### src/hdl/tklp_pkg.sv
// Shared types, constants and field tables for the telemetry line parser.
package tklp_pkg;

  localparam int MANT_W      = 40;
  localparam int CALL_W      = 56;
  localparam int FIELD_W     = 5;
  localparam int FRAC_W      = 4;
  localparam int EXP_W       = 5;
  localparam int FRAC_LIMIT  = 12;
  localparam int QUEUE_DEPTH = 4;
  localparam int QPTR_W      = $clog2(QUEUE_DEPTH);

  // ASCII characters the parser reacts to
  localparam logic [7:0] CH_LF    = 8'h0A;
  localparam logic [7:0] CH_CR    = 8'h0D;
  localparam logic [7:0] CH_SEMI  = 8'h3B;
  localparam logic [7:0] CH_EQ    = 8'h3D;
  localparam logic [7:0] CH_PLUS  = 8'h2B;
  localparam logic [7:0] CH_MINUS = 8'h2D;
  localparam logic [7:0] CH_POINT = 8'h2E;
  localparam logic [7:0] CH_ZERO  = 8'h30;
  localparam logic [7:0] CH_NINE  = 8'h39;

  localparam logic KIND_FIELD = 1'b0;
  localparam logic KIND_EOL   = 1'b1;

  localparam logic [FIELD_W-1:0] FLD_PACKET = 5'd0;
  localparam logic [FIELD_W-1:0] FLD_TIME   = 5'd1;
  localparam logic [FIELD_W-1:0] FLD_VBAT   = 5'd2;
  localparam logic [FIELD_W-1:0] FLD_ALT    = 5'd3;
  localparam logic [FIELD_W-1:0] FLD_PRS    = 5'd4;
  localparam logic [FIELD_W-1:0] FLD_T1     = 5'd5;
  localparam logic [FIELD_W-1:0] FLD_T2     = 5'd6;
  localparam logic [FIELD_W-1:0] FLD_FLAGS  = 5'd7;
  localparam logic [FIELD_W-1:0] FLD_ACC_X  = 5'd8;
  localparam logic [FIELD_W-1:0] FLD_ACC_Y  = 5'd9;
  localparam logic [FIELD_W-1:0] FLD_ACC_Z  = 5'd10;
  localparam logic [FIELD_W-1:0] FLD_PITCH  = 5'd11;
  localparam logic [FIELD_W-1:0] FLD_YAW    = 5'd12;
  localparam logic [FIELD_W-1:0] FLD_ROLL   = 5'd13;
  localparam logic [FIELD_W-1:0] FLD_SATS   = 5'd14;
  localparam logic [FIELD_W-1:0] FLD_LAT    = 5'd15;
  localparam logic [FIELD_W-1:0] FLD_LON    = 5'd16;
  localparam logic [FIELD_W-1:0] FLD_NONE   = 5'd31;

  typedef enum logic [1:0] {
    REC_UNKNOWN = 2'd0,
    REC_MAIN    = 2'd1,
    REC_ORIENT  = 2'd2,
    REC_GPS     = 2'd3
  } rec_type_e;

  typedef enum logic [1:0] {
    TOK_OPEN,   // recognized key, start a value
    TOK_CHAR,   // one character of an open value
    TOK_CLOSE,  // ';' ends the open value
    TOK_EOL     // newline
  } tok_op_e;

  typedef struct packed {
    tok_op_e              op;
    logic [7:0]           ch;
    logic [FIELD_W-1:0]   field;
    rec_type_e            rec;
    logic                 damaged;
    logic [CALL_W-1:0]    callsign;
  } token_t;

  // decimal scaling of each field
  function automatic logic [1:0] field_scale(input logic [FIELD_W-1:0] f);
    logic [1:0] s;
    s = 2'd0;
    unique case (f) inside
      FLD_VBAT: s = 2'd2;
      FLD_PRS:  s = 2'd3;
      FLD_ALT, FLD_T1, FLD_T2, FLD_ACC_X, FLD_ACC_Y, FLD_ACC_Z,
      FLD_PITCH, FLD_YAW, FLD_ROLL: s = 2'd1;
      default:  s = 2'd0;
    endcase
    return s;
  endfunction

  // fields that take no decimal point
  function automatic logic field_integer(input logic [FIELD_W-1:0] f);
    logic r;
    r = 1'b0;
    unique case (f) inside
      FLD_PACKET, FLD_TIME, FLD_FLAGS, FLD_SATS: r = 1'b1;
      default: r = 1'b0;
    endcase
    return r;
  endfunction

endpackage

### src/hdl/tklp_front.sv
// Front end: line position, callsign, record type, key match and tokenizing.
module tklp_front (
  input  logic            clk_i,
  input  logic            rst_ni,
  input  logic            in_valid_i,
  input  logic [7:0]      rx_byte_i,
  input  logic            q_full_i,
  output logic            push_o,
  output tklp_pkg::token_t token_o
);
  import tklp_pkg::*;

  localparam logic [47:0] TAG_MAIN   = "MAIN:N";
  localparam logic [47:0] TAG_ORIENT = "ORIENT";
  localparam logic [47:0] TAG_GPS    = "GPS:N=";

  function automatic rec_type_e decide_type(input logic [47:0] tc);
    rec_type_e r;
    r = REC_UNKNOWN;
    if (tc == TAG_MAIN) r = REC_MAIN;
    else if (tc == TAG_ORIENT) r = REC_ORIENT;
    else if (tc == TAG_GPS) r = REC_GPS;
    return r;
  endfunction

  // first matching rule wins; c1 is the character just before '='
  function automatic logic [FIELD_W-1:0] match_key(input rec_type_e t, input logic [31:0] w);
    logic [7:0] c1, c2, c3, c4;
    logic [FIELD_W-1:0] f;
    c1 = w[7:0];
    c2 = w[15:8];
    c3 = w[23:16];
    c4 = w[31:24];
    f  = FLD_NONE;
    unique case (t)
      REC_MAIN: begin
        if (c1 == "N") f = FLD_PACKET;
        else if (c1 == "T" && c2 == "E") f = FLD_TIME;
        else if (c1 == "T" && c2 == "A" && c3 == "B" && c4 == "V") f = FLD_VBAT;
        else if (c1 == "T" && c2 == "L" && c3 == "A") f = FLD_ALT;
        else if (c1 == "S" && c2 == "R" && c3 == "P") f = FLD_PRS;
        else if (c1 == "1" && c2 == "T") f = FLD_T1;
        else if (c1 == "2" && c2 == "T") f = FLD_T2;
        else if (c1 == "G" && c2 == "L" && c3 == "F") f = FLD_FLAGS;
      end
      REC_ORIENT: begin
        if (c1 == "N") f = FLD_PACKET;
        else if (c1 == "T" && c2 == "E") f = FLD_TIME;
        else if (c1 == "X" && c2 == "A") f = FLD_ACC_X;
        else if (c1 == "Y" && c2 == "A") f = FLD_ACC_Y;
        else if (c1 == "Z" && c2 == "A") f = FLD_ACC_Z;
        else if (c1 == "H" && c2 == "C") f = FLD_PITCH;
        else if (c1 == "W" && c2 == "A") f = FLD_YAW;
        else if (c1 == "L" && c2 == "L") f = FLD_ROLL;
      end
      REC_GPS: begin
        if (c1 == "N" && c2 != "O") f = FLD_PACKET;
        else if (c1 == "T" && c2 == "E") f = FLD_TIME;
        else if (c1 == "T" && c2 == "A" && c3 == "S") f = FLD_SATS;
        else if (c1 == "T" && c2 == "A" && c3 == "L") f = FLD_LAT;
        else if (c1 == "N" && c2 == "O" && c3 == "L") f = FLD_LON;
        else if (c1 == "T" && c2 == "L" && c3 == "A") f = FLD_ALT;
      end
      default: f = FLD_NONE;
    endcase
    return f;
  endfunction

  logic [3:0]        pos_q, pos_d;
  logic [CALL_W-1:0] call_q, call_d;
  logic [47:0]       tc_q, tc_d;
  rec_type_e         rec_q, rec_d;
  logic [31:0]       key_q, key_d;
  logic              open_q, open_d;

  logic              accept;
  logic              take;
  logic              tok_valid;
  logic [FIELD_W-1:0] key_field;
  token_t            tok;

  assign accept = in_valid_i & ~q_full_i;
  assign take   = accept & (rx_byte_i != CH_CR);

  always_comb begin
    call_d = call_q;
    for (int k = 0; k < 7; k++) begin
      if (pos_q == 4'(k)) begin
        call_d[8*(6-k) +: 8] = call_q[8*(6-k) +: 8] | rx_byte_i;
      end
    end
    tc_d  = (pos_q >= 4'd8 && pos_q <= 4'd13) ? {tc_q[39:0], rx_byte_i} : tc_q;
    rec_d = (pos_q == 4'd13) ? decide_type(tc_d) : rec_q;
    pos_d = (pos_q != 4'd15) ? pos_q + 4'd1 : pos_q;
    key_d = {key_q[23:0], rx_byte_i};
    open_d = open_q;
    key_field = match_key(rec_d, key_q);

    tok_valid     = 1'b0;
    tok.op        = TOK_CHAR;
    tok.ch        = rx_byte_i;
    tok.field     = key_field;
    tok.rec       = rec_d;
    tok.damaged   = 1'b0;
    tok.callsign  = call_d;

    if (rx_byte_i == CH_LF) begin
      // end of line: report what the line had, then start afresh
      tok_valid    = 1'b1;
      tok.op       = TOK_EOL;
      tok.rec      = rec_q;
      tok.callsign = call_q;
      tok.damaged  = open_q;
      call_d = '0;
      tc_d   = '0;
      rec_d  = REC_UNKNOWN;
      pos_d  = 4'd0;
      key_d  = '0;
      open_d = 1'b0;
    end else if (open_q) begin
      tok_valid = 1'b1;
      if (rx_byte_i == CH_SEMI) begin
        tok.op = TOK_CLOSE;
        open_d = 1'b0;
      end
    end else if (rx_byte_i == CH_EQ && key_field != FLD_NONE) begin
      tok_valid = 1'b1;
      tok.op    = TOK_OPEN;
      open_d    = 1'b1;
    end
  end

  always_ff @(posedge clk_i or negedge rst_ni) begin
    if (!rst_ni) begin
      pos_q  <= '0;
      call_q <= '0;
      tc_q   <= '0;
      rec_q  <= REC_UNKNOWN;
      key_q  <= '0;
      open_q <= 1'b0;
    end else if (take) begin
      pos_q  <= pos_d;
      call_q <= call_d;
      tc_q   <= tc_d;
      rec_q  <= rec_d;
      key_q  <= key_d;
      open_q <= open_d;
    end
  end

  assign push_o  = take & tok_valid;
  assign token_o = tok;

endmodule

### src/hdl/tklp_queue.sv
// Short token queue between the front end and the value engine.
module tklp_queue (
  input  logic             clk_i,
  input  logic             rst_ni,
  input  logic             push_i,
  input  tklp_pkg::token_t token_i,
  input  logic             pop_i,
  output logic             valid_o,
  output logic             full_o,
  output tklp_pkg::token_t token_o
);
  import tklp_pkg::*;

  token_t            mem_q [QUEUE_DEPTH];
  logic [QPTR_W-1:0] wr_q, rd_q;
  logic [QPTR_W:0]   count_q;
  logic              do_push, do_pop;

  assign valid_o = (count_q != '0);
  assign full_o  = (count_q == (QPTR_W+1)'(QUEUE_DEPTH));
  assign do_push = push_i & ~full_o;
  assign do_pop  = pop_i & valid_o;
  assign token_o = mem_q[rd_q];

  always_ff @(posedge clk_i) begin
    if (do_push) begin
      mem_q[wr_q] <= token_i;
    end
  end

  always_ff @(posedge clk_i or negedge rst_ni) begin
    if (!rst_ni) begin
      wr_q    <= '0;
      rd_q    <= '0;
      count_q <= '0;
    end else begin
      if (do_push) wr_q <= wr_q + 1'b1;
      if (do_pop)  rd_q <= rd_q + 1'b1;
      if (do_push && !do_pop) count_q <= count_q + 1'b1;
      else if (do_pop && !do_push) count_q <= count_q - 1'b1;
    end
  end

endmodule

### src/hdl/tklp_back.sv
// Value engine: digit accumulation, saturation, exponent and result register.
module tklp_back (
  input  logic                              clk_i,
  input  logic                              rst_ni,
  input  logic                              tok_valid_i,
  input  tklp_pkg::token_t                  token_i,
  output logic                              pop_o,
  output logic                              out_valid_o,
  input  logic                              out_stall_i,
  output logic                              result_kind_o,
  output logic [1:0]                        record_type_o,
  output logic [tklp_pkg::FIELD_W-1:0]      field_code_o,
  output logic signed [tklp_pkg::MANT_W-1:0] mantissa_o,
  output logic signed [tklp_pkg::EXP_W-1:0]  decimal_exponent_o,
  output logic                              number_bad_o,
  output logic                              line_damaged_o,
  output logic [tklp_pkg::CALL_W-1:0]       callsign_o
);
  import tklp_pkg::*;

  localparam logic [MANT_W-1:0] HALF = {1'b1, {(MANT_W-1){1'b0}}};

  logic [FIELD_W-1:0] field_q, field_d;
  logic [MANT_W-1:0]  acc_q, acc_d;
  logic               neg_q, neg_d;
  logic [FRAC_W-1:0]  frac_q, frac_d;
  logic               point_q, point_d;
  logic               bad_q, bad_d;
  logic               any_q, any_d;
  logic               digit_q, digit_d;
  logic               sat_q, sat_d;

  logic               emits;
  logic               load;
  logic               is_digit;
  logic [MANT_W-1:0]  lim;
  logic [MANT_W+3:0]  ext, cand;
  logic               over;
  logic               bad_char;
  logic [EXP_W-1:0]   exp_sum;

  logic               out_valid_q;
  logic               kind_q;
  logic [1:0]         rec_q;
  logic [FIELD_W-1:0] fld_out_q;
  logic [MANT_W-1:0]  mant_q;
  logic [EXP_W-1:0]   exp_q;
  logic               nbad_q;
  logic               dmg_q;
  logic [CALL_W-1:0]  call_q;

  assign emits = (token_i.op == TOK_CLOSE) || (token_i.op == TOK_EOL);
  assign pop_o = tok_valid_i & (~emits | ~out_valid_q | ~out_stall_i);
  assign load  = pop_o & emits;

  assign is_digit = (token_i.ch >= CH_ZERO) && (token_i.ch <= CH_NINE);
  assign lim  = HALF - (neg_q ? '0 : MANT_W'(1));
  assign ext  = {4'b0, acc_q};
  // acc * 10 + digit; overflow when it passes the signed limit
  assign cand = (ext << 3) + (ext << 1) + (MANT_W+4)'(token_i.ch[3:0]);
  assign over = cand > {4'b0, lim};

  assign bad_char = bad_q | ~digit_q;
  assign exp_sum  = EXP_W'(frac_q) + EXP_W'(field_scale(field_q));

  always_comb begin
    field_d = field_q;
    acc_d   = acc_q;
    neg_d   = neg_q;
    frac_d  = frac_q;
    point_d = point_q;
    bad_d   = bad_q;
    any_d   = any_q;
    digit_d = digit_q;
    sat_d   = sat_q;
    unique case (token_i.op)
      TOK_CHAR: begin
        if ((token_i.ch == CH_PLUS || token_i.ch == CH_MINUS) && !any_q) begin
          neg_d = (token_i.ch == CH_MINUS);
        end else if (is_digit) begin
          digit_d = 1'b1;
          if (!sat_q && (!point_q || frac_q < FRAC_W'(FRAC_LIMIT))) begin
            if (over) begin
              acc_d = lim;
              sat_d = 1'b1;
            end else begin
              acc_d = cand[MANT_W-1:0];
              if (point_q) frac_d = frac_q + 1'b1;
            end
          end
        end else if (token_i.ch == CH_POINT && !point_q && !field_integer(field_q)) begin
          point_d = 1'b1;
        end else begin
          bad_d = 1'b1;
        end
        any_d = 1'b1;
      end
      default: begin
        // open, close and end of line all start from a clean value
        field_d = (token_i.op == TOK_OPEN) ? token_i.field : '0;
        acc_d   = '0;
        neg_d   = 1'b0;
        frac_d  = '0;
        point_d = 1'b0;
        bad_d   = 1'b0;
        any_d   = 1'b0;
        digit_d = 1'b0;
        sat_d   = 1'b0;
      end
    endcase
  end

  always_ff @(posedge clk_i or negedge rst_ni) begin
    if (!rst_ni) begin
      field_q <= '0;
      acc_q   <= '0;
      neg_q   <= 1'b0;
      frac_q  <= '0;
      point_q <= 1'b0;
      bad_q   <= 1'b0;
      any_q   <= 1'b0;
      digit_q <= 1'b0;
      sat_q   <= 1'b0;
    end else if (pop_o) begin
      field_q <= field_d;
      acc_q   <= acc_d;
      neg_q   <= neg_d;
      frac_q  <= frac_d;
      point_q <= point_d;
      bad_q   <= bad_d;
      any_q   <= any_d;
      digit_q <= digit_d;
      sat_q   <= sat_d;
    end
  end

  always_ff @(posedge clk_i or negedge rst_ni) begin
    if (!rst_ni) begin
      out_valid_q <= 1'b0;
    end else if (load) begin
      out_valid_q <= 1'b1;
    end else if (!out_stall_i) begin
      out_valid_q <= 1'b0;
    end
  end

  always_ff @(posedge clk_i) begin
    if (load) begin
      rec_q  <= token_i.rec;
      call_q <= token_i.callsign;
      if (token_i.op == TOK_EOL) begin
        kind_q    <= KIND_EOL;
        fld_out_q <= '0;
        mant_q    <= '0;
        exp_q     <= '0;
        nbad_q    <= 1'b0;
        dmg_q     <= token_i.damaged;
      end else begin
        kind_q    <= KIND_FIELD;
        fld_out_q <= field_q;
        mant_q    <= bad_char ? '0 : (neg_q ? ('0 - acc_q) : acc_q);
        exp_q     <= bad_char ? '0 : ('0 - exp_sum);
        nbad_q    <= bad_char | sat_q;
        dmg_q     <= 1'b0;
      end
    end
  end

  assign out_valid_o        = out_valid_q;
  assign result_kind_o      = kind_q;
  assign record_type_o      = rec_q;
  assign field_code_o       = fld_out_q;
  assign mantissa_o         = mant_q;
  assign decimal_exponent_o = exp_q;
  assign number_bad_o       = nbad_q;
  assign line_damaged_o     = dmg_q;
  assign callsign_o         = call_q;

  a_acc_bound: assert property (@(posedge clk_i) disable iff (!rst_ni)
    acc_q <= HALF)
    else $error("accumulator beyond signed limit");

  a_frac_bound: assert property (@(posedge clk_i) disable iff (!rst_ni)
    frac_q <= FRAC_W'(FRAC_LIMIT))
    else $error("fraction digit count beyond limit");

  a_no_overwrite: assert property (@(posedge clk_i) disable iff (!rst_ni)
    load && out_valid_q |-> !out_stall_i)
    else $error("result register overwritten while stalled");

  a_eol_clean: assert property (@(posedge clk_i) disable iff (!rst_ni)
    out_valid_q && kind_q == KIND_EOL |-> fld_out_q == '0 && mant_q == '0 && !nbad_q)
    else $error("end-of-line result carries field data");

endmodule

### src/hdl/telemetry_key_value_line_parser_unit.sv
// Top level of the telemetry key/value line parser.
//
//   channel  direction  handshake                 payload
//   input    in         in_valid_i / in_stall_o   rx_byte_i
//   result   out        out_valid_o / out_stall_i result_kind_o, record_type_o,
//                                                 field_code_o, mantissa_o,
//                                                 decimal_exponent_o, number_bad_o,
//                                                 line_damaged_o, callsign_o
//
// One byte is taken every cycle while the token queue has room; the token of
// a closing byte (';' or newline) passes through the queue to the value engine,
// which loads its result into the output register. The value engine retires
// one token a cycle unless a closing token waits on a stalled result: its
// single add-and-compare for acc*10+digit sets that figure. Carriage returns
// and bytes outside a value that open nothing leave no token for the queue.
// Reset clears line state, the queue and the output valid at once; there is
// no clearing pass. A stalled result holds the output register; tokens that
// need no result keep draining meanwhile, and the input stalls only when the
// queue fills.
module telemetry_key_value_line_parser_unit (
  input  logic                               clk_i,
  input  logic                               rst_ni,
  input  logic                               in_valid_i,
  output logic                               in_stall_o,
  input  logic [7:0]                         rx_byte_i,
  output logic                               out_valid_o,
  input  logic                               out_stall_i,
  output logic                               result_kind_o,
  output logic [1:0]                         record_type_o,
  output logic [tklp_pkg::FIELD_W-1:0]       field_code_o,
  output logic signed [tklp_pkg::MANT_W-1:0] mantissa_o,
  output logic signed [tklp_pkg::EXP_W-1:0]  decimal_exponent_o,
  output logic                               number_bad_o,
  output logic                               line_damaged_o,
  output logic [tklp_pkg::CALL_W-1:0]        callsign_o
);
  import tklp_pkg::*;

  logic   push;
  logic   pop;
  logic   q_valid;
  logic   q_full;
  token_t front_tok;
  token_t head_tok;

  // Classify each byte into a token: open, value character, close, newline.
  tklp_front u_front (
    .clk_i     (clk_i),
    .rst_ni    (rst_ni),
    .in_valid_i(in_valid_i),
    .rx_byte_i (rx_byte_i),
    .q_full_i  (q_full),
    .push_o    (push),
    .token_o   (front_tok)
  );

  // Decouple the two halves so an output stall does not block the input at once.
  tklp_queue u_queue (
    .clk_i  (clk_i),
    .rst_ni (rst_ni),
    .push_i (push),
    .token_i(front_tok),
    .pop_i  (pop),
    .valid_o(q_valid),
    .full_o (q_full),
    .token_o(head_tok)
  );

  // Accumulate digits and build field and end-of-line results.
  tklp_back u_back (
    .clk_i             (clk_i),
    .rst_ni            (rst_ni),
    .tok_valid_i       (q_valid),
    .token_i           (head_tok),
    .pop_o             (pop),
    .out_valid_o       (out_valid_o),
    .out_stall_i       (out_stall_i),
    .result_kind_o     (result_kind_o),
    .record_type_o     (record_type_o),
    .field_code_o      (field_code_o),
    .mantissa_o        (mantissa_o),
    .decimal_exponent_o(decimal_exponent_o),
    .number_bad_o      (number_bad_o),
    .line_damaged_o    (line_damaged_o),
    .callsign_o        (callsign_o)
  );

  // Hold off the sender only while the queue is full.
  assign in_stall_o = q_full;

endmodule

### config.mk
export PLATFORM = sky130hd
export DESIGN_NAME = telemetry_key_value_line_parser_unit
export DESIGN_NICKNAME = d
export VERILOG_FILES = /design/src/hdl/tklp_pkg.sv /design/src/hdl/tklp_front.sv /design/src/hdl/tklp_queue.sv /design/src/hdl/tklp_back.sv /design/src/hdl/telemetry_key_value_line_parser_unit.sv
export SDC_FILE = /design/constraint.sdc
export NUM_CORES = 1
export LEC_CHECK = 0
export BUFFER_PORTS_ARGS = -buffer_cell sky130_fd_sc_hd__buf_2
export CORE_ASPECT_RATIO = 2
export CORE_MARGIN = 2
export CORE_UTILIZATION = 50
export CTS_BUF_LIST = sky130_fd_sc_hd__clkbuf_8
export DETAILED_ROUTE_END_ITERATION = 8
export GPL_ROUTABILITY_DRIVEN = 1
export PLACE_DENSITY = 0.71
export SETUP_SLACK_MARGIN = 0.2
export SLEW_MARGIN = 20
export SYNTH_ARGS = -nofsm -noshare
export SYNTH_HDL_FRONTEND = slang
export SYNTH_SLANG_ARGS = --single-unit
### constraint.sdc
create_clock -name clk_i -period 12.4 [get_ports clk_i]
set_input_delay 0.62 -clock clk_i [delete_from_list [all_inputs] [get_ports clk_i]]
set_output_delay 0.62 -clock clk_i [all_outputs]
set_load 0.01 [all_outputs]
=== After elaboration in Yosys (flattened, before gate mapping) ===
Memories as Yosys holds them, arrays and structs flattened.
Index checks and enable logic that the tools add are counted.

* Register bits after elaboration: 317
* Logic and storage cells: 304
* Input bits: 12
* Memories kept: 1
* Memory bits (writable): 296
* Output and inout port bits: 113

{| class="wikitable"
|+ Memory list
! memory !! words !! bits a word !! read ports !! clocked after memory_dff !! write ports !! RTL line !! text
|-
| u_queue.mem_q || 4 || 74 || 1 || 0 || 1 || tklp_queue.sv:14 || <nowiki>token_t mem_q [QUEUE_DEPTH];</nowiki>
|}

* Reduce and logical (&&, ||, !) cells: 59
* Muxes and demuxes: 97
* Bitwise logic cells: 24
* Order comparisons: 6
* Eq/ne operators: 78
* Add/sub/neg operators: 12

{| class="wikitable"
|+ Operators by type and width
! cell !! count
|-
| $mux 40 || 6
|-
| $eq 8x7->1 const B || 24
|-
| $eq 48x47->1 const B || 3
|-
| $mux 5 || 23
|-
| $mux 48 || 2
|-
| $mux 59 || 1
|-
| $eq 8x6->1 const B || 7
|-
| $mux 56 || 1
|-
| $mux 8 || 7
|-
| $or 8x8->8 || 7
|-
| $add 43x41->44 || 1
|-
| $add 44x4->44 || 1
|-
| $gt 44x40->1 || 1
|-
| $sub 1x40->40 const A || 1
|-
| $sub 40x40->40 const A || 1
|-
| $mux 1 || 36
|-
| $eq 5x4->1 const B || 7
|-
| $logic_and 1x1->1 || 32
|-
| $mux 32 || 1
|-
| $mux 4 || 8
|-
| $eq 5x3->1 const B || 4
|-
| $mux 2 || 8
|-
| $pmux 5 s3 || 1
|-
| $ne 2x1->1 const B || 7
|-
| 46 further kinds || 86
|}

=== Depth between registers and ports, before layout ===
Gate-level depths: netlist of the first run.

* Depth in word-level cells: 23
* Depth in mapped cells: 25
* Depth with buffers taken out: 22

=== Modules after synthesis ===
Synthesis of the first run repeated with hierarchy kept, for this count alone.

* Cell total of the unflattened synthesis: 2053
* Area, all modules: 28471.1 um^2

{| class="wikitable"
|+ Modules (own cells, without submodules)
! module !! instances !! cells each !! area each (um^2) !! sequential area each (um^2)
|-
| tklp_queue || 1 || 422 || 11138.2 || 9063.7
|-
| tklp_back || 1 || 978 || 10601.4 || 4734.5
|-
| tklp_front || 1 || 653 || 6731.5 || 3403.3
|}

=== Least setup slack after synthesis of the first run ===
Ideal clock, no wire load.

* Path type: reg-to-reg
* From: register u_queue.rd_q[1]
* To: register u_back.acc_q[29]
* Path buffers: 3
* Required time: 12334 ps
* Setup slack: 6756 ps
* Library setup time: 66 ps
* Clock period less this slack: 5644 ps
* Data arrival time: 5577 ps
* Stages on the path, launching flop included: 24
* Cells stage by stage: dfrtp_1 -> buf_1 -> mux4_2 -> fa_1 -> fa_1 -> a211oi_1 -> o21ai_0 -> a22oi_1 -> a21oi_1 -> nor2_1 -> o21bai_1 -> a21oi_1 -> xnor2_1 -> ha_1 -> nand2_1 -> or2_2 -> nor4_1 -> o31ai_1 -> a32o_1 -> o221a_2 -> a211oi_2 -> buf_2 -> buf_2 -> a221o_1

* Longest elaborated chain between the ends: 8
* Elaborated cells on any way between the ends: 27
* Those cells by class: add/sub: 1; order compare: 3; eq/ne: 8; mux: 5; bitwise: 4; reduce/logical: 5; memory: 1

{| class="wikitable"
|+ RTL lines
! item !! RTL line !! text
|-
| from (decl) || tklp_queue.sv:15 || <nowiki>logic [QPTR_W-1:0] wr_q, rd_q;</nowiki>
|-
| from (signal assigned) || tklp_queue.sv:38 || <nowiki>if (do_pop) rd_q <= rd_q + 1'b1;</nowiki>
|-
| $mem_v2 4x74 * || -- ||
|-
| $add 44x4->44 or $eq 2x2->1 (tied branches) || tklp_back.sv:60, tklp_back.sv:52 ||
|-
| $gt 44x40->1 or $logic_or 1x1->1 (tied branches) || tklp_back.sv:61, tklp_back.sv:52 ||
|-
| $mux 40 or $not 1->1 (tied branches) || tklp_back.sv:83, tklp_back.sv:53 ||
|-
| $mux 40 or $or 1x1->1 (tied branches) || tklp_back.sv:82, tklp_back.sv:53 ||
|-
| $mux 40 or $or 1x1->1 (tied branches) || tklp_back.sv:80, tklp_back.sv:53 ||
|-
| $mux 40 or $and 1x1->1 (tied branches) || tklp_back.sv:78, tklp_back.sv:53 ||
|-
| $mux 40 or $reduce_and 4->1 (tied branches) || -- ||
|-
| to (signal assigned) || tklp_back.sv:116 || <nowiki>acc_q <= '0;</nowiki>
|-
| to (signal assigned) || tklp_back.sv:126 || <nowiki>acc_q <= acc_d;</nowiki>
|-
| to (decl) || tklp_back.sv:24 || <nowiki>logic [MANT_W-1:0] acc_q, acc_d;</nowiki>
|}

Mark *: on every way between the ends. The rest lies on a longest branch, timed or not. The select of a mux whose other input is x is not followed.
A chain may end at the register's enable or synchronous reset.

=== Worst setup path after layout of the first run ===
* From: register u_queue.rd_q[0]
* To: register u_back.acc_q[25]

Same word-level chain as after synthesis.

==> results of run 1 <==
## final cells by class
type | instances | area (sq um)
diodes | 1 | 2.50
clock buffers | 92 | 1270
clock inverters | 65 | 484
fillers | 4597 | 24700
inverters | 43 | 161
multi-input cells | 1337 | 10700
flip-flops and latches | 608 | 17300
well taps | 750 | 938
repair buffers | 149 | 823
## cells in the mapped netlist (10+ instances only)
cell type  count  share of area
nor3_1        23         0.0040
dfrtp_1      201           0.18
edfxtp_1     407           0.43
nor2_1       118          0.016
a221o_1       38          0.013
nor4bb_1      11         0.0039
mux4_2        71          0.056
or3_1         10         0.0022
a32o_1        16         0.0056
and2_1        18         0.0039
or4_1         14         0.0037
nor4_1        12         0.0026
buf_1         12         0.0016
nor3b_1       11         0.0029
nor2b_1       16         0.0035
o21bai_1      23         0.0061
ha_1         136          0.060
a22o_1        79          0.024
clkbuf_1      83          0.011
o31ai_1       13         0.0034
a21oi_1       91          0.016
nand4_1       23         0.0050
xor2_1        50          0.015
a211oi_1      15         0.0039
inv_1         42         0.0055
o21ai_0       62          0.011
xnor2_1       37          0.011
nor4b_1       12         0.0037
a21o_1        61          0.016
nand2_1      160          0.021
nand3_1       55         0.0097
## stage by stage
| stage | utilization | total power, mW | setup slack (ps) | cells |
|---|---|---|---|---|
| 2_1_floorplan | - | 3.88 | 6760 | 2093 |
| 3_3_place_gp | 0.531 | 4.31 | 5470 | 2886 |
| 3_5_place_dp | 0.531 | 4.37 | 5380 | 2886 |
| 4_1_cts | 0.562 | 5.99 | 5380 | 3044 |
| 5_1_grt | 0.562 | 6.21 | 4890 | 3045 |
| 6_report | 0.562 | 5.92 | 5370 | 3045 |
## worst max-delay path by stage
stage	start	end	slack (ps)	depth (start not counted)
global placement	u_queue.rd_q[0]	u_back.acc_q[7]	5470	22
global route	u_queue.rd_q[0]	u_back.acc_q[26]	4890	22
CTS	u_queue.rd_q[0]	u_back.acc_q[25]	5380	22
detailed placement	u_queue.rd_q[0]	u_back.acc_q[9]	5380	22
finish	u_queue.rd_q[0]	u_back.acc_q[25]	5370	22
floorplan	u_queue.rd_q[1]	u_back.acc_q[29]	6760	23
## routing by layer
layer,track usage,vias up
met4,0.159,0
met5,0,-
met3,0.0331,243
met1,0.245,9305
li1,-,8432
met2,0.474,601
## flip-flops by register name, indices dropped and copies added, names as in the netlist, 3 cells and up
signal,cells
u_back.decimal_exponent_o,5
u_back.mantissa_o,40
u_back.field_code_o,5
u_back.acc_q,40
u_front.call_q,56
u_back.field_q,5
u_queue.count_q,3
u_front.pos_q,4
u_front.key_q,32
u_queue.mem_q,296
u_back.callsign_o,56
u_back.frac_q,4
u_front.tc_q,43
## report_power, final
group          total [mW]  switching, mW  internal, mW
clock                1.60          0.783         0.822
sequential           2.95          0.292          2.66
combinational        1.36          0.795         0.564
## cells by family after synthesis
kind of cell,after synthesis
compound gates,481
xor+xnor,87
fa+ha+maj,140
buf+inv,148
flops,608
mux,81
simple gates,548
==> flow_metrics.py, run 1 <==
metrics = {
    "place": {
        "dpl.hpwl_mm": 49.9,
        "postPlaceCellArea_sq_mm": 0.0299,
        "gp_congestion": 0.949,
        "port_buffers": 124,
    },
    "global_routing": {
        "grt_max_degree": 77,
        "grt_overflow": 0,
        "grt_pass1_vias": 19500,
        "grt_pass1_wl_mm": 112,
        "antenna_found_initial": 1,
        "grtUsageTotal": 0.246,
    },
    "die": {
        "fp.dieH_microns": 342,
        "fp.coreArea_sq_mm": 0.0563,
        "ioPinCount": 125,
        "die_area_sq_mm": 0.0591,
        "fp-row-count": 123,
        "start_util": 0.506,
        "die_x_microns": 173,
    },
    "detailed_routing": {
        "routed_wl_mm": 72.5,
        "route.met2.wl_mm": 40.2,
        "drt-met1-wl_mm": 24.5,
        "wl_per_cell_microns": 23.8,
        "drt_first_pass_iters": 7,
        "vias": 18600,
        "antenna_left": 0,
        "top_layer": "met4",
        "viasPerCell": 6.10,
        "drcViolationCount": 0,
        "wl_met3_mm": 2.68,
        "first_iter_violations": 1438,
    },
    "yosys": {
        "synthAdderAreaFrac": 0.0625,
        "seq_area_frac_synth": 0.605,
        "synthSimpleGateAreaFrac": 0.101,
        "synthMuxAreaShare": 0.0598,
        "synth_warnings": 0,
        "ys.flop_type": "edfxtp_1",
        "synth_xor_area_frac": 0.0267,
        "synth.distinct_cells": 89,
        "synth.avg_cell_area_sq_um": 13.6,
        "synth_top_family_by_area": "compound AO/OA/AOI/OAI gates",
        "synth_area_sq_mm": 0.0285,
        "async_reset_ff_frac": 0.331,
        "synth_compound_area_frac": 0.125,
        "syn-num-nets": 2245,
        "synthCells": 2093,
        "synth_seq_cells": 608,
        "synth_edf_count": 407,
    },
    "setup_path": {
        "crit_chain": "mux4_2 > fa_1 > fa_1 > a211oi_1 > o21ai_0 > a22oi_1 > buf_4 > a21oi_1 > nor2_1 > o21bai_1 > a21oi_1 > xnor2_1 > ha_1 > nand2_1 > or2_2 > nor4_1 > o31ai_1 > a32o_1 > o221a_2 > a211oi_4 > buf_4 > a221o_1",
        "ff2ff_path_depth": 22,
        "arrival_ps": 7640,
        "reg2reg_to": "u_back.acc_q[25]",
        "timing.rr.start": "u_queue.rd_q[0]",
        "r2r_setup_slack_ps": 5370,
        "path_class": "reg -> reg",
        "cp_slowest_cell": "dfrtp_4",
        "crit_required_ps": 13010,
        "path_max_fanout": 42,
        "critical-path-max-stage-delay_ps": 970,
        "start_kind": "flop",
        "critPathBufInv": 2,
        "end_kind": "flop",
        "cpLargestDelayFamily": "compound AO/OA/AOI/OAI gates",
    },
    "sta": {
        "worst-slew-pin-transition_ps": 1160,
        "clock.fmax_ghz": 0.142,
        "maxSlewViolCount": 0,
        "finalHoldViolations": 0,
        "rsz0062_at_grt": "no",
        "whs_ps": 191,
        "slew_headroom": 0.224,
        "setup_viol": 0,
        "finalClockSkew_ps": 64.6,
        "tns_ps": 0,
        "finalCritPeriodShare": 0.567,
        "post-route-min-period_ps": 7030,
    },
    "min_path": {
        "hold_start": "out_stall_i",
        "hold_end": "u_back.out_valid_o",
        "worst_hold_path_type": "in -> reg",
        "hold_depth": 2,
    },
    "clocking": {
        "numCtsBuffers": 84,
        "postCtsSetupBuffers": 0,
        "cts_buffer_depth": 3,
        "root_buffer": "clkbuf_8",
        "worstSkewPairLatency_ps": 730,
        "cts_hold_buf": 1,
        "ctsResizeCount": 0,
        "clk_pin_slew_ps": 60,
        "tritoncts": "built",
        "htreeDepth": 3,
        "cts_num_sinks": 608,
    },
    "finish": {
        "final_cell_mix": "407 x edfxtp_1, 198 x dfrtp_1, 159 x nand2_1, 136 x ha_1, 123 x buf_2",
        "final_area_sq_mm": 0.0317,
        "drive_above_1_share": 0.167,
        "nets": 2375,
        "syn_to_final_growth_pct": 11.1,
        "final_common_cell": "edfxtp_1",
    },
    "run": {
        "cap_viol_max_count": 0,
    },
    "power_and_ir_drop": {
        "p_leak_nw": 12.6,
        "vdd_drop_max_v": 0.000152,
        "powerDensity_mw_per_mm2": 187,
    },
    "outcome": {
        "status": "complete, no violations",
    },
}
Power figures use the tool's default switching activity.
==> run 2: changes to the inputs <==
--- a/config.mk
+++ b/config.mk
@@ -12,7 +12,7 @@
 export CTS_BUF_LIST = sky130_fd_sc_hd__clkbuf_8
 export DETAILED_ROUTE_END_ITERATION = 8
 export GPL_ROUTABILITY_DRIVEN = 1
-export PLACE_DENSITY = 0.71
+export PLACE_DENSITY = 0.73
 export SETUP_SLACK_MARGIN = 0.2
 export SLEW_MARGIN = 20
 export SYNTH_ARGS = -nofsm -noshare
==> constraint.sdc (replaced) <==
create_clock -name clk_i -period 5.9 [get_ports clk_i]
set_input_delay 0.295 -clock clk_i [delete_from_list [all_inputs] [get_ports clk_i]]
set_output_delay 0.295 -clock clk_i [all_outputs]
set_load 0.01 [all_outputs]
==> run 2 against run 1 <==
  * First-iteration DRC count decreased by 15%
  * Clock power increased by 100%
  * Highest routed layer unchanged
  * Core utilization increased by 2.0 points
  * Clock skew decreased by 22 ps
  * Critical endpoint is now u_back.acc_q[27]
  * Sequential cell count unchanged
  * Via count increased by 3.7%
  * Die area unchanged
==> flow_metrics.py, run 2 (synthesized netlist as in run 1, its figures left out) <==
metrics = {
    "outcome": {
        "status": "complete, no violations",
    },
    "finish": {
        "multi_input_area_sq_mm": 0.0111,
        "regMostFlops": "u_queue.mem_q",
        "final_common_cell": "edfxtp_1",
        "regArea_sq_mm": 0.0173,
        "syn_to_final_growth_pct": 15.1,
        "drive_above_1_share": 0.216,
        "largest_reg_flops": 296,
        "final_cell_mix": "407 x edfxtp_1, 198 x dfrtp_1, 159 x nand2_1, 129 x ha_1, 123 x buf_2",
        "fillers": 4514,
        "nets": 2465,
        "finalNonFillerCells": 3132,
    },
    "setup_path": {
        "end_kind": "flop",
        "crit_required_ps": 6470,
        "path_class": "reg -> reg",
        "cp_slowest_cell": "mux4_2",
        "critical-path-max-stage-delay_ps": 540,
        "crit_chain": "mux4_2 > fa_2 > fa_2 > a211oi_4 > o21ai_2 > buf_4 > a22oi_2 > o211ai_1 > buf_4 > a21oi_2 > xnor2_1 > ha_1 > a2111oi_4 > o21ai_1 > a221oi_2 > a32o_2 > o221a_4 > a211oi_4 > buf_6 > clkbuf_16 > a221o_1",
        "r2r_setup_slack_ps": 120,
        "path_max_fanout": 5,
        "start_kind": "flop",
        "arrival_ps": 6350,
    },
    "sta": {
        "setup_viol": 0,
        "clock.fmax_ghz": 0.173,
        "post-route-min-period_ps": 5780,
        "finalHoldViolations": 0,
        "finalCritPeriodShare": 0.980,
        "finalClockSkew_ps": 42.5,
        "rsz0062_at_grt": "yes",
        "worst-slew-pin-transition_ps": 1060,
        "slew_headroom": 0.288,
        "tns_ps": 0,
        "maxSlewViolCount": 0,
    },
    "place": {
        "dpl.hpwl_mm": 51.3,
        "gp_congestion": 0.986,
        "port_buffers": 124,
        "dp_cells": 2950,
    },
    "global_routing": {
        "grt_overflow": 0,
        "grt_pass1_vias": 20100,
        "grt_pass1_wl_mm": 115,
        "grtUsageTotal": 0.254,
        "antenna_found_initial": 1,
        "grt_max_degree": 140,
    },
    "clocking": {
        "numCtsBuffers": 81,
        "cts_buffer_depth": 3,
        "clk_pin_slew_ps": 70,
        "cts_num_sinks": 608,
        "tritoncts": "built",
        "htreeDepth": 3,
        "root_buffer": "clkbuf_8",
        "worstSkewPairLatency_ps": 700,
    },
    "die": {
        "ioPinCount": 125,
        "start_util": 0.506,
        "fp.dieH_microns": 342,
        "fp.coreArea_sq_mm": 0.0563,
        "fp-row-count": 123,
        "die_x_microns": 173,
        "die_area_sq_mm": 0.0591,
    },
    "detailed_routing": {
        "drt-met1-wl_mm": 25.4,
        "drcViolationCount": 0,
        "top_layer": "met4",
        "wl_met3_mm": 2.95,
        "vias": 19300,
        "viasPerCell": 6.15,
        "first_iter_violations": 1221,
        "route.met2.wl_mm": 41.9,
        "routed_wl_mm": 75.6,
        "antenna_left": 0,
        "wl_per_cell_microns": 24.1,
        "drt_first_pass_iters": 5,
    },
    "power_and_ir_drop": {
        "vdd_drop_max_v": 0.000271,
        "powerDensity_mw_per_mm2": 380,
        "total_power_mw": 12.5,
        "p_sw_mw": 3.99,
        "p_leak_nw": 13.1,
        "pwr-share-comb": 0.249,
        "p_sw_frac": 0.320,
        "p_clk_frac": 0.263,
        "seqPwrFrac": 0.488,
        "internal_power_mw": 8.47,
    },
    "run": {
        "cap_viol_max_count": 0,
    },
    "min_path": {
        "worst_hold_path_type": "in -> reg",
    },
}
==> run 2: cell types whose count changed in the layout (fill, tap and decap cells not counted), sizes merged <==
| cell | change |
|---|---|
| buf | +90 |
| clkbuf | -6 |
| clkinv | +1 |
| clkinvlp | +3 |
| dlygate4sd3 | +1 |
| inv | -2 |
==> run 2: through the flow <==
| step | util | instance area [sq um] | hold slack, ps | worst slack (ps) |
|---|---|---|---|---|
| floorplan | - | 28500 | -0.591 | 256 |
| global placement | 0.541 | 30500 | 329 | -474 |
| detailed placement | 0.541 | 30500 | 340 | -589 |
| CTS | 0.579 | 32600 | 88.9 | 201 |
| global route | 0.583 | 32800 | 121 | -1.40 |
| finish | 0.583 | 32800 | 137 | 119 |
==> run 2: worst max-delay path: cells and delay by family, from the launching register on <==
kind	cells	cell delay, ps
XOR/XNOR	1	160
adder cells (fa/ha/maj)	3	1200
buffers and inverters	4	720
multiplexers	1	540
AO/OA/AOI/OAI	12	2570
flip-flops	1	450
==> run 2: what timing repair did <==
action	4_1_cts	5_1_grt
hold buffers	2	0
setup buffers	19	4
endpoints found under the setup margin	45	44
gates resized for setup	54	20
pin swaps	29	32
endpoints found under the hold margin	63	0
gates cloned	2	3
==> run 2: power by group through the flow <==
stage                     clock (mW)  combinational [mW]  sequential (mW)
after global routing            3.51                3.37             6.15
after detailed placement           0                3.08             6.15
after floorplan                    0                2.08             6.09
after global placement             0                2.98             6.12
after CTS                       3.35                3.13             6.07
final                           3.28                3.10             6.09
==> run 2: worst paths after layout <==
| path | end | from | cells past startpoint |
|---|---|---|---|
| worst max-delay path | u_back.acc_q[27] | u_queue.rd_q[0] | 21 |
| worst min-delay path | u_queue.mem_q[1][65] | rx_byte_i[1] | 1 |
| worst max register to register | u_back.acc_q[27] | u_queue.rd_q[0] | 21 |
| worst min register to register | u_front.key_q[26] | u_front.key_q[26] | 2 |
| max in group asynchronous | u_front.call_q[7] | rst_ni | 3 |
| min in group asynchronous | u_back.out_valid_o | rst_ni | 2 |
==> run 2: final cells by class <==
| type | count | share of cell area |
|---|---|---|
| inverters | 43 | 0.00492 |
| multi-input cells | 1337 | 0.337 |
| clock inverters | 67 | 0.0155 |
| flip-flops and latches | 608 | 0.526 |
| repair buffers | 242 | 0.0522 |
| well taps | 750 | 0.0286 |
| diodes | 1 | 0.0000763 |
| clock buffers | 84 | 0.0352 |
==> run 2: per-layer routing <==
metal	up-vias	track usage
met2	651	0.489
met1	9765	0.254
met5	-	0
li1	8591	-
met4	0	0.164
met3	256	0.0326
==> run 3: changes to the inputs <==
--- a/config.mk
+++ b/config.mk
@@ -8,11 +8,11 @@
 export BUFFER_PORTS_ARGS = -buffer_cell sky130_fd_sc_hd__buf_2
 export CORE_ASPECT_RATIO = 2
 export CORE_MARGIN = 2
-export CORE_UTILIZATION = 50
+export CORE_UTILIZATION = 58
 export CTS_BUF_LIST = sky130_fd_sc_hd__clkbuf_8
 export DETAILED_ROUTE_END_ITERATION = 8
 export GPL_ROUTABILITY_DRIVEN = 1
-export PLACE_DENSITY = 0.73
+export PLACE_DENSITY = 0.83
 export SETUP_SLACK_MARGIN = 0.2
 export SLEW_MARGIN = 20
 export SYNTH_ARGS = -nofsm -noshare
==> run 3 against run 2 <==
  * Clock-buffer cell count up 7
  * Largest power group unchanged
  * Largest cell class unchanged
  * Total power down 1.3%
  * Cell count decreased by 4.9%
  * Non-clock buffer count shrank 49
  * Via count is 1.1% lower
  * Fmax up 3.8%
==> flow_metrics.py, run 3 (synthesized netlist as in run 1, its figures left out) <==
metrics = {
    "outcome": {
        "status": "complete, no violations",
    },
    "finish": {
        "final_common_cell": "edfxtp_1",
        "nets": 2417,
        "drive_above_1_share": 0.194,
        "largest_reg_flops": 296,
        "final_cell_mix": "407 x edfxtp_1, 198 x dfrtp_1, 159 x nand2_1, 132 x ha_1, 123 x buf_2",
        "syn_to_final_growth_pct": 12.7,
        "regMostFlops": "u_queue.mem_q",
        "final_area_sq_mm": 0.0321,
        "fillers": 3353,
    },
    "setup_path": {
        "critPathBufInv": 4,
        "cp_slowest_cell": "mux4_2",
        "critical-path-max-stage-delay_ps": 540,
        "arrival_ps": 6100,
        "path_max_fanout": 12,
        "cpLargestDelayFamily": "compound AO/OA/AOI/OAI gates",
        "start_kind": "flop",
        "end_kind": "flop",
        "crit_required_ps": 6440,
        "path_class": "reg -> reg",
        "crit_chain": "mux4_2 > fa_2 > ha_4 > a21oi_4 > o221ai_2 > a211oi_2 > buf_4 > o31ai_2 > buf_4 > a21oi_1 > o21ai_0 > xnor2_1 > ha_1 > a21o_1 > a21oi_1 > o21ai_1 > a221oi_2 > a32o_2 > o221a_4 > a211oi_4 > buf_6 > buf_6 > a221o_2",
    },
    "clocking": {
        "htreeDepth": 3,
        "root_buffer": "clkbuf_8",
        "cts_num_sinks": 608,
        "clk_pin_slew_ps": 70,
        "numCtsBuffers": 82,
        "worstSkewPairLatency_ps": 690,
        "tritoncts": "built",
        "cts_buffer_depth": 3,
    },
    "die": {
        "start_util": 0.583,
        "fp-row-count": 115,
        "die_area_sq_mm": 0.0511,
        "fp.coreArea_sq_mm": 0.0489,
        "ioPinCount": 125,
        "fp.dieH_microns": 318,
        "die_x_microns": 161,
    },
    "sta": {
        "post-route-min-period_ps": 5570,
        "finalHoldViolations": 0,
        "setup_viol": 0,
        "rsz0062_at_grt": "yes",
        "clock.fmax_ghz": 0.180,
        "slew_headroom": 0.345,
        "maxSlewViolCount": 0,
        "finalClockSkew_ps": 49.7,
        "worst-slew-pin-transition_ps": 983,
        "finalCritPeriodShare": 0.944,
        "tns_ps": 0,
    },
    "global_routing": {
        "grt_overflow": 0,
        "antenna_found_initial": 2,
        "grt_pass1_vias": 18800,
        "grt_max_degree": 166,
        "grtUsageTotal": 0.259,
        "grt_pass1_wl_mm": 104,
    },
    "detailed_routing": {
        "drcViolationCount": 0,
        "antenna_left": 0,
        "vias": 19100,
        "drt_first_pass_iters": 5,
        "viasPerCell": 6.40,
        "first_iter_violations": 1922,
        "wl_per_cell_microns": 22.2,
        "routed_wl_mm": 66.0,
    },
    "power_and_ir_drop": {
        "powerDensity_mw_per_mm2": 382,
        "vdd_drop_max_v": 0.000274,
        "p_leak_nw": 12.8,
    },
    "place": {
        "gp_congestion": 0.936,
        "port_buffers": 124,
        "dpl.hpwl_mm": 42.6,
        "postPlaceCellArea_sq_mm": 0.0301,
    },
    "run": {
        "cap_viol_max_count": 0,
    },
    "min_path": {
        "worst_hold_path_type": "in -> async",
    },
}
==> run 3: changes by cell type in the layout (fill, tap and decap cells not counted), sizes merged <==
cell         before  now
buf             237  188
bufinv            6    3
clkbuf           87   93
clkinv           28   32
clkinvlp          6    3
dlygate4sd3       2    3
inv              70   68
==> run 3: area by class of cell <==
cell class	count	area, sq um	share of cell area
multi-input combinational	1337	10900	0.340
clock buffer	91	1250	0.0390
inverter	43	161	0.00502
sequential	608	17300	0.537
timing repair buffer	193	1310	0.0408
tap	643	805	0.0250
clock inverter	63	407	0.0127
antenna	1	2.50	0.0000779
==> run 3: routing by layer <==
layer  global-route usage  vias up  part of all wire
met5                    0        -           0.00017
met1                0.357     9488              0.40
met4               0.0952        2             0.031
li1                     -     8514                 -
met3               0.0423      140             0.073
met2                0.419      912              0.49
==> run 3: power by group <==
part           internal, mW  leakage [nW]  switching (mW)
logic                  1.25          5.69            1.78
registers              5.59          6.17           0.474
clock network          1.59         0.936            1.62
==> run 3: timing repair <==
item,4_1_cts,5_1_grt
hold buffers,3,0
gates resized for setup,19,26
cloned,0,2
setup buffers,5,8
pin swaps,10,19
setup endpoints to repair,45,45
hold endpoints to repair,38,0
==> run 3: through the flow <==
step                hold WS [ps]  std cells  power [mW]   util  worst slack (ps)
detailed placement           244       2805        9.11  0.614              -108
floorplan                 -0.591       2093        8.16      -               256
finish                       103       2979        12.3  0.657               333
global route                85.9       2979        12.9  0.657               113
CTS                         59.4       2967        12.3  0.651               215
global placement             240       2805        8.95  0.614             -14.1
==> run 3: final timing paths <==
path | depth (start not counted) | startpoint | slack (ps) | endpoint
worst max-delay path | 23 | u_queue.rd_q[0] | 330 | u_back.acc_q[7]
worst min-delay path | 2 | rst_ni | 100 | u_back.acc_q[21]
worst max register to register | 23 | u_queue.rd_q[0] | 330 | u_back.acc_q[7]
worst min register to register | 2 | u_front.key_q[30] | 460 | u_front.key_q[30]
max in group asynchronous | 4 | rst_ni | 4490 | u_front.tc_q[0]
min in group clk_i | 3 | rx_byte_i[7] | 130 | u_front.key_q[7]
==> run 3: worst reg2reg max path, cell delays in order (launching register included) <==
cell and delay, ps:
dfrtp_4 450, mux4_2 540, fa_2 480, ha_4 300, a21oi_4 60, o221ai_2 240
a211oi_2 110, buf_4 160, o31ai_2 280, buf_4 200, a21oi_1 70, o21ai_0 230
xnor2_1 190, ha_1 290, a21o_1 190, a21oi_1 140, o21ai_1 110, a221oi_2 290
a32o_2 230, o221a_4 220, a211oi_4 70, buf_6 160, buf_6 140, a221o_2 290
